[src/rtl/cdts_pkg.sv]
package cdts_pkg;

  localparam int FRAC    = 16;
  localparam int OMG_SH  = 17;

  localparam int TL_W    = 17;
  localparam int DT_W    = 16;
  localparam int ST_W    = 20;
  localparam int VEL_W   = 21;
  localparam int X_W     = 23;
  localparam int X2_W    = 29;
  localparam int X3_W    = 35;
  localparam int DEN_W   = 33;
  localparam int DEC_W   = 17;
  localparam int CH_W    = 18;
  localparam int TMP_W   = 34;
  localparam int W_W     = 38;
  localparam int NV_W    = 39;
  localparam int GOAL_W  = 19;
  localparam int OD_W    = 36;
  localparam int OUT_W   = 37;
  localparam int MAXC_W  = 22;

  localparam int DD_W    = 51;
  localparam int DV_W    = 33;
  localparam int WD_W    = DD_W + 2;

  localparam int MA_W    = 38;
  localparam int MB_W    = 24;
  localparam int MP_W    = MA_W + MB_W;

  localparam int IN_TD_W  = 40;
  localparam int OUT_TD_W = 24;
  localparam int CFG_IW   = 2;
  localparam int CFG_DW   = 20;

  localparam logic [CFG_IW-1:0] REG_SMOOTH_TIME = 2'd0;
  localparam logic [CFG_IW-1:0] REG_LOW_THR     = 2'd1;

  localparam logic [ST_W-1:0]   ST_MIN      = 20'd7;
  localparam logic [TL_W-1:0]   THR_RESET   = 17'd19661;
  localparam logic [X_W-1:0]    X_MAX       = 23'h40_0000;
  localparam logic [14:0]       COEF_SQ     = 15'd31457;
  localparam logic [13:0]       COEF_CU     = 14'd15401;
  localparam logic [DEN_W-1:0]  UNITY       = 33'd65536;
  localparam logic [DD_W-1:0]   DEC_BASE    = 51'h1_0000_0000;
  localparam logic signed [W_W-1:0]   W_MAX   = {1'b0, {(W_W-1){1'b1}}};
  localparam logic signed [W_W-1:0]   W_MIN   = {1'b1, {(W_W-1){1'b0}}};
  localparam logic signed [VEL_W-1:0] VEL_MAX = {1'b0, {(VEL_W-1){1'b1}}};
  localparam logic signed [VEL_W-1:0] VEL_MIN = {1'b1, {(VEL_W-1){1'b0}}};
  localparam logic [TL_W-1:0]   POS_MAX     = {TL_W{1'b1}};

  typedef enum logic [4:0] {
    S_IDLE,
    S_X_GO,
    S_X_WAIT,
    S_SQ,
    S_CU,
    S_C2,
    S_C3,
    S_DEN,
    S_DEC_GO,
    S_DEC_WAIT,
    S_CH_GO,
    S_CH_WAIT,
    S_MT,
    S_TMP,
    S_TP_GO,
    S_TP_WAIT,
    S_MV,
    S_MO,
    S_OUT,
    S_FIN
  } cdts_state_t;

  typedef struct packed {
    logic busy;
    logic done;
  } cdts_div_sts_t;

endpackage

[src/rtl/cdts_mul.sv]
module cdts_mul (
  input  logic                                clk,
  input  logic signed [cdts_pkg::MA_W-1:0]    a,
  input  logic signed [cdts_pkg::MB_W-1:0]    b,
  output logic signed [cdts_pkg::MP_W-1:0]    p_r
);

  localparam int MP_W = cdts_pkg::MP_W;

  logic signed [MP_W-1:0] p_nxt;

  assign p_nxt = a * b;

  always_ff @(posedge clk) begin
    p_r <= p_nxt;
  end

endmodule

[src/rtl/cdts_div.sv]
module cdts_div (
  input  logic                           clk,
  input  logic                           rst_n,
  input  logic                           start,
  input  logic [cdts_pkg::DD_W-1:0]      dividend,
  input  logic [cdts_pkg::DV_W-1:0]      divisor,
  output logic [cdts_pkg::DD_W-1:0]      quotient,
  output cdts_pkg::cdts_div_sts_t        sts
);

  localparam int DD_W  = cdts_pkg::DD_W;
  localparam int DV_W  = cdts_pkg::DV_W;
  localparam int CNT_W = $clog2(DD_W);

  logic [DV_W-1:0]  rem_r, rem_nxt;
  logic [DV_W-1:0]  dvs_r;
  logic [DD_W-1:0]  quo_r, quo_nxt;
  logic [CNT_W-1:0] cnt_r;
  logic             busy_r;
  logic             done_r;
  logic [DV_W:0]    trial;
  logic [DV_W:0]    diff;
  logic             fits;

  assign trial    = {rem_r, quo_r[DD_W-1]};
  assign fits     = trial >= {1'b0, dvs_r};
  assign diff     = trial - {1'b0, dvs_r};
  assign rem_nxt  = fits ? diff[DV_W-1:0] : trial[DV_W-1:0];
  assign quo_nxt  = {quo_r[DD_W-2:0], fits};
  assign quotient = quo_r;
  assign sts.busy = busy_r;
  assign sts.done = done_r;

  always_ff @(posedge clk) begin
    if (!rst_n) begin
      busy_r <= 1'b0;
      done_r <= 1'b0;
      cnt_r  <= '0;
    end else begin
      done_r <= 1'b0;
      if (start) begin
        busy_r <= 1'b1;
        cnt_r  <= CNT_W'(DD_W - 1);
      end else if (busy_r) begin
        cnt_r <= cnt_r - 1'b1;
        if (cnt_r == '0) begin
          busy_r <= 1'b0;
          done_r <= 1'b1;
        end
      end
    end
  end

  always_ff @(posedge clk) begin
    if (start) begin
      rem_r <= '0;
      dvs_r <= divisor;
      quo_r <= dividend;
    end else if (busy_r) begin
      rem_r <= rem_nxt;
      quo_r <= quo_nxt;
    end
  end

  a_last_step: assert property (@(posedge clk) disable iff (!rst_n)
    busy_r && !start && cnt_r == '0 |=> done_r && !busy_r)
    else $error("divider did not finish after its last step");

  a_done_pulse: assert property (@(posedge clk) disable iff (!rst_n)
    done_r |-> !busy_r)
    else $error("divider done while still busy");

endmodule

[src/rtl/critically_damped_trail_smoother.sv]
// A spring step runs the shared radix-2 divider four times between input transfer
//   and result valid; the sequencer launches each run and takes its quotient.
// A zero time step or a zero smoothing time skips the spring step and goes to S_FIN.
// A new item is not taken while a step is in progress;
//   the next item is taken once the result is registered.
// Reset (rst_n low, synchronous): trail and velocity clear, smooth_time 0,
//   low_threshold 19661, output channel empty.
module critically_damped_trail_smoother (
  input  logic                               clk,
  input  logic                               rst_n,
  input  logic                               in_tvalid,
  output logic                               in_tready,
  input  logic [cdts_pkg::IN_TD_W-1:0]       in_tdata,   // target_level[16:0], time_step[32:17]
  output logic                               out_tvalid,
  input  logic                               out_tready,
  output logic [cdts_pkg::OUT_TD_W-1:0]      out_tdata,  // trail_level[16:0]
  output logic [0:0]                         out_tuser,  // low_warning[0]
  input  logic                               cfg_valid,
  output logic                               cfg_ready,
  input  logic [cdts_pkg::CFG_IW-1:0]        cfg_index,
  input  logic [cdts_pkg::CFG_DW-1:0]        cfg_data
);

  localparam int FRAC     = cdts_pkg::FRAC;
  localparam int OMG_SH   = cdts_pkg::OMG_SH;
  localparam int TL_W     = cdts_pkg::TL_W;
  localparam int DT_W     = cdts_pkg::DT_W;
  localparam int ST_W     = cdts_pkg::ST_W;
  localparam int VEL_W    = cdts_pkg::VEL_W;
  localparam int X_W      = cdts_pkg::X_W;
  localparam int X2_W     = cdts_pkg::X2_W;
  localparam int X3_W     = cdts_pkg::X3_W;
  localparam int DEN_W    = cdts_pkg::DEN_W;
  localparam int DEC_W    = cdts_pkg::DEC_W;
  localparam int CH_W     = cdts_pkg::CH_W;
  localparam int TMP_W    = cdts_pkg::TMP_W;
  localparam int W_W      = cdts_pkg::W_W;
  localparam int NV_W     = cdts_pkg::NV_W;
  localparam int GOAL_W   = cdts_pkg::GOAL_W;
  localparam int OD_W     = cdts_pkg::OD_W;
  localparam int OUT_W    = cdts_pkg::OUT_W;
  localparam int MAXC_W   = cdts_pkg::MAXC_W;
  localparam int DD_W     = cdts_pkg::DD_W;
  localparam int DV_W     = cdts_pkg::DV_W;
  localparam int WD_W     = cdts_pkg::WD_W;
  localparam int MA_W     = cdts_pkg::MA_W;
  localparam int MB_W     = cdts_pkg::MB_W;
  localparam int MP_W     = cdts_pkg::MP_W;
  localparam int OUT_TD_W = cdts_pkg::OUT_TD_W;

  cdts_pkg::cdts_state_t state_r, state_nxt;

  logic [ST_W-1:0]          st_r;
  logic [TL_W-1:0]          thr_r;
  logic [TL_W-1:0]          pos_r;
  logic signed [VEL_W-1:0]  vel_r;

  logic [TL_W-1:0]          tgt_r;
  logic [DT_W-1:0]          dt_r;
  logic                     low_r;
  logic [ST_W-1:0]          eff_r;
  logic [X_W-1:0]           x_r;
  logic [X2_W-1:0]          x2_r;
  logic [X3_W-1:0]          x3_r;
  logic [DEN_W-1:0]         den_r;
  logic [DEC_W-1:0]         dec_r;
  logic signed [CH_W-1:0]   chg_r;
  logic signed [TMP_W-1:0]  sum_r;
  logic signed [TMP_W-1:0]  tmp_r;
  logic signed [W_W-1:0]    w_r;
  logic signed [NV_W-1:0]   nv_r;

  logic                     out_valid_r;
  logic [TL_W-1:0]          out_trail_r;
  logic                     out_low_r;
  logic                     out_load;

  logic                     in_acc;
  logic [TL_W-1:0]          in_tgt;
  logic [DT_W-1:0]          in_dt;

  logic signed [MA_W-1:0]   mul_a;
  logic signed [MB_W-1:0]   mul_b;
  logic signed [MP_W-1:0]   mul_p;

  logic                     div_start;
  logic [DD_W-1:0]          div_dd;
  logic [DV_W-1:0]          div_dv;
  logic [DD_W-1:0]          div_quo;
  cdts_pkg::cdts_div_sts_t  div_sts;

  logic signed [CH_W-1:0]   diff;
  logic signed [MAXC_W-1:0] diff_x;
  logic signed [MAXC_W-1:0] maxc;
  logic signed [MAXC_W-1:0] neg_maxc;
  logic signed [CH_W-1:0]   chg_clmp;
  logic [CH_W-1:0]          chg_mag;
  logic [TMP_W-1:0]         tmp_mag;
  logic [X_W-1:0]           x_sat;
  logic [DEN_W-1:0]         den_c3;
  logic signed [TMP_W-1:0]  q1s;
  logic signed [TMP_W-1:0]  sum_nxt;
  logic signed [WD_W-1:0]   q2s;
  logic signed [WD_W-1:0]   wd;
  logic signed [W_W-1:0]    w_sat;
  logic signed [GOAL_W-1:0] goal;
  logic signed [OUT_W-1:0]  outv;
  logic                     up;
  logic                     over;
  logic [TL_W-1:0]          pos_sat;
  logic signed [VEL_W-1:0]  vel_sat;

  cdts_mul u_mul (
    .clk (clk),
    .a   (mul_a),
    .b   (mul_b),
    .p_r (mul_p)
  );

  cdts_div u_div (
    .clk      (clk),
    .rst_n    (rst_n),
    .start    (div_start),
    .dividend (div_dd),
    .divisor  (div_dv),
    .quotient (div_quo),
    .sts      (div_sts)
  );

  assign in_acc     = in_tvalid && in_tready;
  assign in_tgt     = in_tdata[TL_W-1:0];
  assign in_dt      = in_tdata[TL_W +: DT_W];
  assign cfg_ready  = 1'b1;
  assign out_tvalid = out_valid_r;
  assign out_tdata  = OUT_TD_W'(out_trail_r);
  assign out_tuser  = out_low_r;
  assign out_load   = (state_r == cdts_pkg::S_FIN) && (!out_valid_r || out_tready);

  // step arithmetic
  assign diff     = $signed({1'b0, pos_r}) - $signed({1'b0, tgt_r});
  assign diff_x   = MAXC_W'(diff);
  assign maxc     = $signed({1'b0, eff_r, 1'b0});
  assign neg_maxc = -maxc;
  assign chg_clmp = (diff_x > maxc)     ? maxc[CH_W-1:0] :
                    (diff_x < neg_maxc) ? neg_maxc[CH_W-1:0] : diff;
  assign chg_mag  = chg_r[CH_W-1] ? CH_W'(-chg_r) : CH_W'(chg_r);
  assign tmp_mag  = tmp_r[TMP_W-1] ? TMP_W'(-tmp_r) : TMP_W'(tmp_r);
  assign x_sat    = (div_quo > DD_W'(cdts_pkg::X_MAX)) ? cdts_pkg::X_MAX : div_quo[X_W-1:0];
  assign den_c3   = cdts_pkg::UNITY + DEN_W'(x_r) + mul_p[FRAC +: DEN_W];
  assign q1s      = $signed({1'b0, div_quo[TMP_W-2:0]});
  assign sum_nxt  = TMP_W'(vel_r) + (chg_r[CH_W-1] ? -q1s : q1s);
  assign q2s      = $signed({2'b00, div_quo});
  assign wd       = WD_W'(vel_r) - (tmp_r[TMP_W-1] ? -q2s : q2s);
  assign w_sat    = (wd > WD_W'(cdts_pkg::W_MAX)) ? cdts_pkg::W_MAX :
                    (wd < WD_W'(cdts_pkg::W_MIN)) ? cdts_pkg::W_MIN : wd[W_W-1:0];
  assign goal     = $signed({2'b00, pos_r}) - GOAL_W'(chg_r);
  assign outv     = OUT_W'(goal) + OUT_W'($signed(mul_p[FRAC +: OD_W]));
  assign up       = tgt_r > pos_r;
  assign over     = outv > $signed({{(OUT_W-TL_W){1'b0}}, tgt_r});
  assign pos_sat  = (outv < 0) ? '0 :
                    (outv > $signed({{(OUT_W-TL_W){1'b0}}, cdts_pkg::POS_MAX})) ?
                    cdts_pkg::POS_MAX : outv[TL_W-1:0];
  assign vel_sat  = (nv_r > NV_W'(cdts_pkg::VEL_MAX)) ? cdts_pkg::VEL_MAX :
                    (nv_r < NV_W'(cdts_pkg::VEL_MIN)) ? cdts_pkg::VEL_MIN : nv_r[VEL_W-1:0];

  always_comb begin
    state_nxt = state_r;
    case (state_r)
      cdts_pkg::S_IDLE: begin
        if (in_acc) begin
          state_nxt = (in_dt == '0 || st_r == '0) ? cdts_pkg::S_FIN : cdts_pkg::S_X_GO;
        end
      end
      cdts_pkg::S_X_GO:     state_nxt = cdts_pkg::S_X_WAIT;
      cdts_pkg::S_X_WAIT:   if (div_sts.done) state_nxt = cdts_pkg::S_SQ;
      cdts_pkg::S_SQ:       state_nxt = cdts_pkg::S_CU;
      cdts_pkg::S_CU:       state_nxt = cdts_pkg::S_C2;
      cdts_pkg::S_C2:       state_nxt = cdts_pkg::S_C3;
      cdts_pkg::S_C3:       state_nxt = cdts_pkg::S_DEN;
      cdts_pkg::S_DEN:      state_nxt = cdts_pkg::S_DEC_GO;
      cdts_pkg::S_DEC_GO:   state_nxt = cdts_pkg::S_DEC_WAIT;
      cdts_pkg::S_DEC_WAIT: if (div_sts.done) state_nxt = cdts_pkg::S_CH_GO;
      cdts_pkg::S_CH_GO:    state_nxt = cdts_pkg::S_CH_WAIT;
      cdts_pkg::S_CH_WAIT:  if (div_sts.done) state_nxt = cdts_pkg::S_MT;
      cdts_pkg::S_MT:       state_nxt = cdts_pkg::S_TMP;
      cdts_pkg::S_TMP:      state_nxt = cdts_pkg::S_TP_GO;
      cdts_pkg::S_TP_GO:    state_nxt = cdts_pkg::S_TP_WAIT;
      cdts_pkg::S_TP_WAIT:  if (div_sts.done) state_nxt = cdts_pkg::S_MV;
      cdts_pkg::S_MV:       state_nxt = cdts_pkg::S_MO;
      cdts_pkg::S_MO:       state_nxt = cdts_pkg::S_OUT;
      cdts_pkg::S_OUT:      state_nxt = cdts_pkg::S_FIN;
      cdts_pkg::S_FIN:      if (!out_valid_r || out_tready) state_nxt = cdts_pkg::S_IDLE;
      default:              state_nxt = cdts_pkg::S_IDLE;
    endcase
  end

  always_comb begin
    in_tready = 1'b0;
    div_start = 1'b0;
    div_dd    = '0;
    div_dv    = DV_W'(eff_r);
    mul_a     = '0;
    mul_b     = '0;
    case (state_r)
      cdts_pkg::S_IDLE: in_tready = 1'b1;
      cdts_pkg::S_X_GO: begin
        div_start = 1'b1;
        div_dd    = DD_W'({dt_r, {OMG_SH{1'b0}}});
      end
      cdts_pkg::S_SQ: begin
        mul_a = MA_W'(x_r);
        mul_b = MB_W'(x_r);
      end
      cdts_pkg::S_CU: begin
        mul_a = MA_W'(mul_p[FRAC +: X2_W]);
        mul_b = MB_W'(x_r);
      end
      cdts_pkg::S_C2: begin
        mul_a = MA_W'(x2_r);
        mul_b = MB_W'(cdts_pkg::COEF_SQ);
      end
      cdts_pkg::S_C3: begin
        mul_a = MA_W'(x3_r);
        mul_b = MB_W'(cdts_pkg::COEF_CU);
      end
      cdts_pkg::S_DEC_GO: begin
        div_start = 1'b1;
        div_dd    = cdts_pkg::DEC_BASE + DD_W'(den_r >> 1);
        div_dv    = den_r;
      end
      cdts_pkg::S_CH_GO: begin
        div_start = 1'b1;
        div_dd    = DD_W'({chg_mag, {OMG_SH{1'b0}}});
      end
      cdts_pkg::S_MT: begin
        mul_a = MA_W'(sum_r);
        mul_b = MB_W'(dt_r);
      end
      cdts_pkg::S_TP_GO: begin
        div_start = 1'b1;
        div_dd    = DD_W'({tmp_mag, {OMG_SH{1'b0}}});
      end
      cdts_pkg::S_MV: begin
        mul_a = w_r;
        mul_b = MB_W'(dec_r);
      end
      cdts_pkg::S_MO: begin
        mul_a = MA_W'(chg_r) + MA_W'(tmp_r);
        mul_b = MB_W'(dec_r);
      end
      default: ;
    endcase
  end

  always_ff @(posedge clk) begin
    if (!rst_n) begin
      state_r     <= cdts_pkg::S_IDLE;
      out_valid_r <= 1'b0;
      st_r        <= '0;
      thr_r       <= cdts_pkg::THR_RESET;
      pos_r       <= '0;
      vel_r       <= '0;
    end else begin
      state_r <= state_nxt;
      if (out_load) begin
        out_valid_r <= 1'b1;
      end else if (out_tready) begin
        out_valid_r <= 1'b0;
      end
      if (cfg_valid && cfg_ready) begin
        case (cfg_index)
          cdts_pkg::REG_SMOOTH_TIME: st_r  <= cfg_data[ST_W-1:0];
          cdts_pkg::REG_LOW_THR:     thr_r <= cfg_data[TL_W-1:0];
          default: ;
        endcase
      end
      if (state_r == cdts_pkg::S_IDLE && in_acc && in_dt != '0 && st_r == '0) begin
        pos_r <= in_tgt;
        vel_r <= '0;
      end else if (state_r == cdts_pkg::S_OUT) begin
        if (up == over) begin
          pos_r <= tgt_r;
          vel_r <= '0;
        end else begin
          pos_r <= pos_sat;
          vel_r <= vel_sat;
        end
      end
    end
  end

  always_ff @(posedge clk) begin
    if (out_load) begin
      out_trail_r <= pos_r;
      out_low_r   <= low_r;
    end
    case (state_r)
      cdts_pkg::S_IDLE: begin
        if (in_acc) begin
          tgt_r <= in_tgt;
          dt_r  <= in_dt;
          low_r <= in_tgt <= thr_r;
          eff_r <= (st_r < cdts_pkg::ST_MIN) ? cdts_pkg::ST_MIN : st_r;
        end
      end
      cdts_pkg::S_X_GO:     chg_r <= chg_clmp;
      cdts_pkg::S_X_WAIT:   if (div_sts.done) x_r <= x_sat;
      cdts_pkg::S_CU:       x2_r <= mul_p[FRAC +: X2_W];
      cdts_pkg::S_C2:       x3_r <= mul_p[FRAC +: X3_W];
      cdts_pkg::S_C3:       den_r <= den_c3;
      cdts_pkg::S_DEN:      den_r <= den_r + mul_p[FRAC +: DEN_W];
      cdts_pkg::S_DEC_WAIT: if (div_sts.done) dec_r <= div_quo[DEC_W-1:0];
      cdts_pkg::S_CH_WAIT:  if (div_sts.done) sum_r <= sum_nxt;
      cdts_pkg::S_TMP:      tmp_r <= $signed(mul_p[FRAC +: TMP_W]);
      cdts_pkg::S_TP_WAIT:  if (div_sts.done) w_r <= w_sat;
      cdts_pkg::S_MO:       nv_r <= $signed(mul_p[FRAC +: NV_W]);
      default: ;
    endcase
  end

  a_div_idle: assert property (@(posedge clk) disable iff (!rst_n)
    state_r == cdts_pkg::S_IDLE |-> !div_sts.busy)
    else $error("divider busy while sequencer idle");

  a_done_wait: assert property (@(posedge clk) disable iff (!rst_n)
    div_sts.done |-> (state_r == cdts_pkg::S_X_WAIT || state_r == cdts_pkg::S_DEC_WAIT ||
                      state_r == cdts_pkg::S_CH_WAIT || state_r == cdts_pkg::S_TP_WAIT))
    else $error("divider result arrived outside a wait state");

  a_zero_dt: assert property (@(posedge clk) disable iff (!rst_n)
    in_acc && in_dt == '0 |=> state_r == cdts_pkg::S_FIN)
    else $error("zero time step did not skip the spring step");

  a_snap: assert property (@(posedge clk) disable iff (!rst_n)
    in_acc && in_dt != '0 && st_r == '0 |=> pos_r == $past(in_tgt) && vel_r == '0)
    else $error("zero smoothing time did not snap the trail");

endmodule
[config.mk]
export PLATFORM = sky130hd
export DESIGN_NAME = critically_damped_trail_smoother
export DESIGN_NICKNAME = d
export VERILOG_FILES = /design/src/rtl/cdts_pkg.sv /design/src/rtl/cdts_mul.sv /design/src/rtl/cdts_div.sv /design/src/rtl/critically_damped_trail_smoother.sv
export SDC_FILE = /design/constraint.sdc
export NUM_CORES = 2
export LEC_CHECK = 0
export ABC_AREA = 1
export BUFFER_PORTS_ARGS = -buffer_cell sky130_fd_sc_hd__buf_4
export CAP_MARGIN = 10
export CORE_MARGIN = 3
export CORE_UTILIZATION = 35
export DETAILED_ROUTE_END_ITERATION = 12
export GPL_ROUTABILITY_DRIVEN = 0
export HOLD_SLACK_MARGIN = 0.15
export PLACE_DENSITY = 0.57
export SYNTH_ARGS = -nofsm -noshare
export SYNTH_HDL_FRONTEND = slang
export SYNTH_SLANG_ARGS = --single-unit
export TNS_END_PERCENT = 1
[constraint.sdc]
create_clock -name clk -period 26.5 [get_ports clk]
set_input_delay 2.65 -clock clk [delete_from_list [all_inputs] [get_ports clk]]
set_output_delay 2.65 -clock clk [all_outputs]
set_load 0.02 [all_outputs]
==> load_flow_metrics.sql <==
INSERT INTO impl_metrics (metric_group, metric, value, unit) VALUES
('yosys', 'synth.cell_area', '74000', 'sq um'),
('setup_path', 'slowest_stage', 'sky130_fd_sc_hd__inv_1', ''),
('finish', 'mostFrequentLayoutCell', 'sky130_fd_sc_hd__nand2_1', ''),
('clock_tree', 'h-tree-depth', '3', ''),
('setup_path', 'worst-endpoint-required', '27.07', 'ns'),
('setup_path', 'timing.critical_path.from', 'chg_r[0]', ''),
('setup_path', 'timing.setup.critical_path_class', 'reg -> reg', ''),
('detailed_routing', 'drc', '0', ''),
('detailed_routing', 'route.vias.total', '65300', ''),
('sta', 'final_ws_setup', '15.44', 'ns'),
('sta', 'fin_crit_sh', '0.417', ''),
('yosys', 'synthFlopType', 'sky130_fd_sc_hd__edfxtp_1', ''),
('die', 'chipHeight', '466', 'microns'),
('placed_design', 'dp_hpwl', '212', 'mm'),
('yosys', 'synth_enable_flop_cells', '456', ''),
('clock_tree', 'ctsHoldBuffers', '0', ''),
('yosys', 'synth.ff_latch_count', '617', ''),
('sta', 'report.final.hold_viol_count', '0', ''),
('yosys', 'ys_types', '71', ''),
('sta', 'drv_slew', '0', ''),
('clock_tree', 'worstSkewPairLatency', '0.70', 'ns'),
('clock_tree', 'clock_tree.buffer_depth', '3', ''),
('setup_path', 'rr_worst_depth', '42', ''),
('power_and_ir_drop', 'p_sw_frac', '0.554', ''),
('detailed_routing', 'post_drt_wl_per_cell', '21.5', 'microns'),
('flow_run', 'cap_violations', '0', ''),
('setup_path', 'r2r-end', 'u_mul.p_r[52]', ''),
('setup_path', 'crit_path_max_incr_delay', '0.75', 'ns'),
('detailed_routing', 'drt_iter0_drc', '6415', ''),
('finish', 'final_cell_mix', 'sky130_fd_sc_hd__nand2_1 (2063), sky130_fd_sc_hd__inv_1 (1924), sky130_fd_sc_hd__nor2_1 (885)', ''),
('power_and_ir_drop', 'combPwrFrac', '0.656', ''),
('global_routing', 'initial_antenna_violation_count', '3', ''),
('power_and_ir_drop', 'switching_pwr', '0.00440', 'W'),
('setup_path', 'worstPathArrival', '11.63', 'ns'),
('clock_tree', 'clock_tree.root_cell', 'sky130_fd_sc_hd__clkbuf_16', ''),
('yosys', 'synth.yosys.warnings', '0', ''),
('yosys', 'syn-instance-count', '9516', ''),
('die', 'initial_core_util', '0.352', ''),
('placed_design', 'port_buffers', '79', ''),
('power_and_ir_drop', 'clock_power_share', '0.144', ''),
('setup_path', 'crit_path_start_kind', 'register', ''),
('setup_path', 'timing.critical_path.fanout_max', '16', ''),
('global_routing', 'grt_pass1_vias', '64700', ''),
('power_and_ir_drop', 'peakVddDrop', '0.103', 'mV'),
('global_routing', 'global_route.overflow_total', '0', ''),
('die', 'boundaryPins', '95', ''),
('detailed_routing', 'viasPerCell', '5.27', ''),
('power_and_ir_drop', 'power_per_cell_area', '98.3', 'nW/um^2'),
('sta', 'setup_viol', '0', ''),
('yosys', 'synth-seq-area-share', '0.229', ''),
('detailed_routing', 'route.final.wire_length', '267', 'mm'),
('min_path', 'worst_hold_path_type', 'reg -> reg', ''),
('finish', 'area.sequential', '16900', 'sq um'),
('sta', 'max_freq', '90.4', 'MHz'),
('outcome', 'outcome', 'finished clean', ''),
('yosys', 'synth.avg_cell_area', '7.78', 'sq um'),
('setup_path', 'r2r_setup_slack', '15.44', 'ns'),
('detailed_routing', 'drt_pre_antenna_iters', '7', ''),
('die', 'design.die.area', '217000', 'sq um'),
('setup_path', 'critical_path.endpoint_type', 'register', ''),
('sta', 'timing.clock.skew', '0.0547', 'ns'),
('yosys', 'asyncSetResetFlopFracSynth', '0', ''),
('clock_tree', 'resized_after_cts', '0', ''),
('clock_tree', 'numCtsBuffers', '73', ''),
('finish', 'num-fill-cells', '21800', ''),
('clock_tree', 'postCtsSetupRepairBufs', '0', ''),
('finish', 'design.final.nets', '11000', ''),
('detailed_routing', 'route.antenna.remaining_nets', '0', ''),
('power_and_ir_drop', 'internal_power', '0.00354', 'W'),
('setup_path', 'worst_r2r_startpoint', 'chg_r[0]', ''),
('clock_tree', 'clock_sinks', '617', '');
## cell type report
cell class              instances  share of cell area
clock buffers                  93              0.0243
repair buffers                186              0.0173
diodes                          2           0.0000620
clock inverters                43             0.00904
flip-flops and latches        617               0.210
inverters                    1986              0.0924
well taps                    2805              0.0435
multi-input cells            6676               0.604
## worst max-delay path: cells and delay by family, from the launching register on
| kind | cells | cell delay [ns] |
|---|---|---|
| adder cells (fa/ha/maj) | 10 | 4.64 |
| AND/OR/NAND/NOR | 7 | 1.28 |
| flip-flops | 1 | 0.56 |
| buffers and inverters | 11 | 1.56 |
| XOR/XNOR | 1 | 0.14 |
| AO/OA/AOI/OAI | 13 | 2.73 |
## registers in the layout, indices dropped and copies added, names as in the netlist, 21 cells and up
| name | flops |
|---|---|
| u_div.quotient | 51 |
| nv_r | 39 |
| u_mul.p_r | 39 |
| w_r | 38 |
| x3_r | 35 |
| sum_r | 34 |
| tmp_r | 34 |
| den_r | 33 |
| u_div.dvs_r | 33 |
| u_div.rem_r | 33 |
| x2_r | 29 |
| x_r | 23 |
| vel_r | 21 |
## power by group through the flow
stage	Sequential (W)	Combinational, W	Clock [W]
floorplan	0.00147	0.00340	0
global placement	0.00159	0.00505	0
detailed placement	0.00159	0.00510	0
CTS	0.00157	0.00514	0.00116
global route	0.00159	0.00575	0.00120
finish	0.00158	0.00521	0.00115
## synth_stat cells, drive strengths merged (64+ instances only)
cell type,instances,area share
nand2,2081,0.11
inv,1957,0.099
nor2,919,0.047
fa,829,0.22
a21oi,539,0.037
o21ai,535,0.036
ha,523,0.088
edfxtp,456,0.19
nand3,284,0.021
clkbuf,221,0.011
xor2,192,0.023
dfxtp,161,0.044
nor3,114,0.0080
xnor2,76,0.0090
nand4,70,0.0061
o211ai,64,0.0065
## per-layer routing
layer	global-route usage	share of wire
met3	0.0487	0.091
met5	0.000878	0
met1	0.320	0.41
met4	0.122	0.061
met2	0.381	0.44
## cells by family after synthesis
| kind of cell | synth area share |
|---|---|
| xor gates and xnor gates | 0.0317 |
| DFF | 0.229 |
| other | 0.000101 |
| and+or+nand+nor | 0.199 |
| buffers and inverters | 0.117 |
| adders and majority gates | 0.313 |
| AOI/OAI and AO/OA | 0.111 |
## how the worst min path moves through the flow
| stage | start | to | slack (ns) | cells past startpoint |
|---|---|---|---|---|
| 2_1_floorplan | u_mul.p_r[52] | nv_r[36] | 0.39 | 0 |
| 3_3_place_gp | u_mul.p_r[53] | nv_r[37] | 0.39 | 0 |
| 3_5_place_dp | u_mul.p_r[53] | nv_r[37] | 0.39 | 0 |
| 4_1_cts | u_mul.p_r[53] | nv_r[37] | 0.40 | 0 |
| 5_1_grt | u_mul.p_r[53] | nv_r[37] | 0.41 | 0 |
| 6_report | u_mul.p_r[53] | nv_r[37] | 0.40 | 0 |
## through the flow
step | instances | hold slack, ns | util | power, W
after detailed placement | 12300 | 0.390 | 0.372 | 0.00669
after global routing | 12400 | 0.410 | 0.384 | 0.00854
final | 12400 | 0.404 | 0.384 | 0.00794
after CTS | 12400 | 0.402 | 0.384 | 0.00787
after global placement | 12300 | 0.390 | 0.372 | 0.00663
after floorplan | 9555 | 0.386 | - | 0.00487
Power figures use the tool's default switching activity.
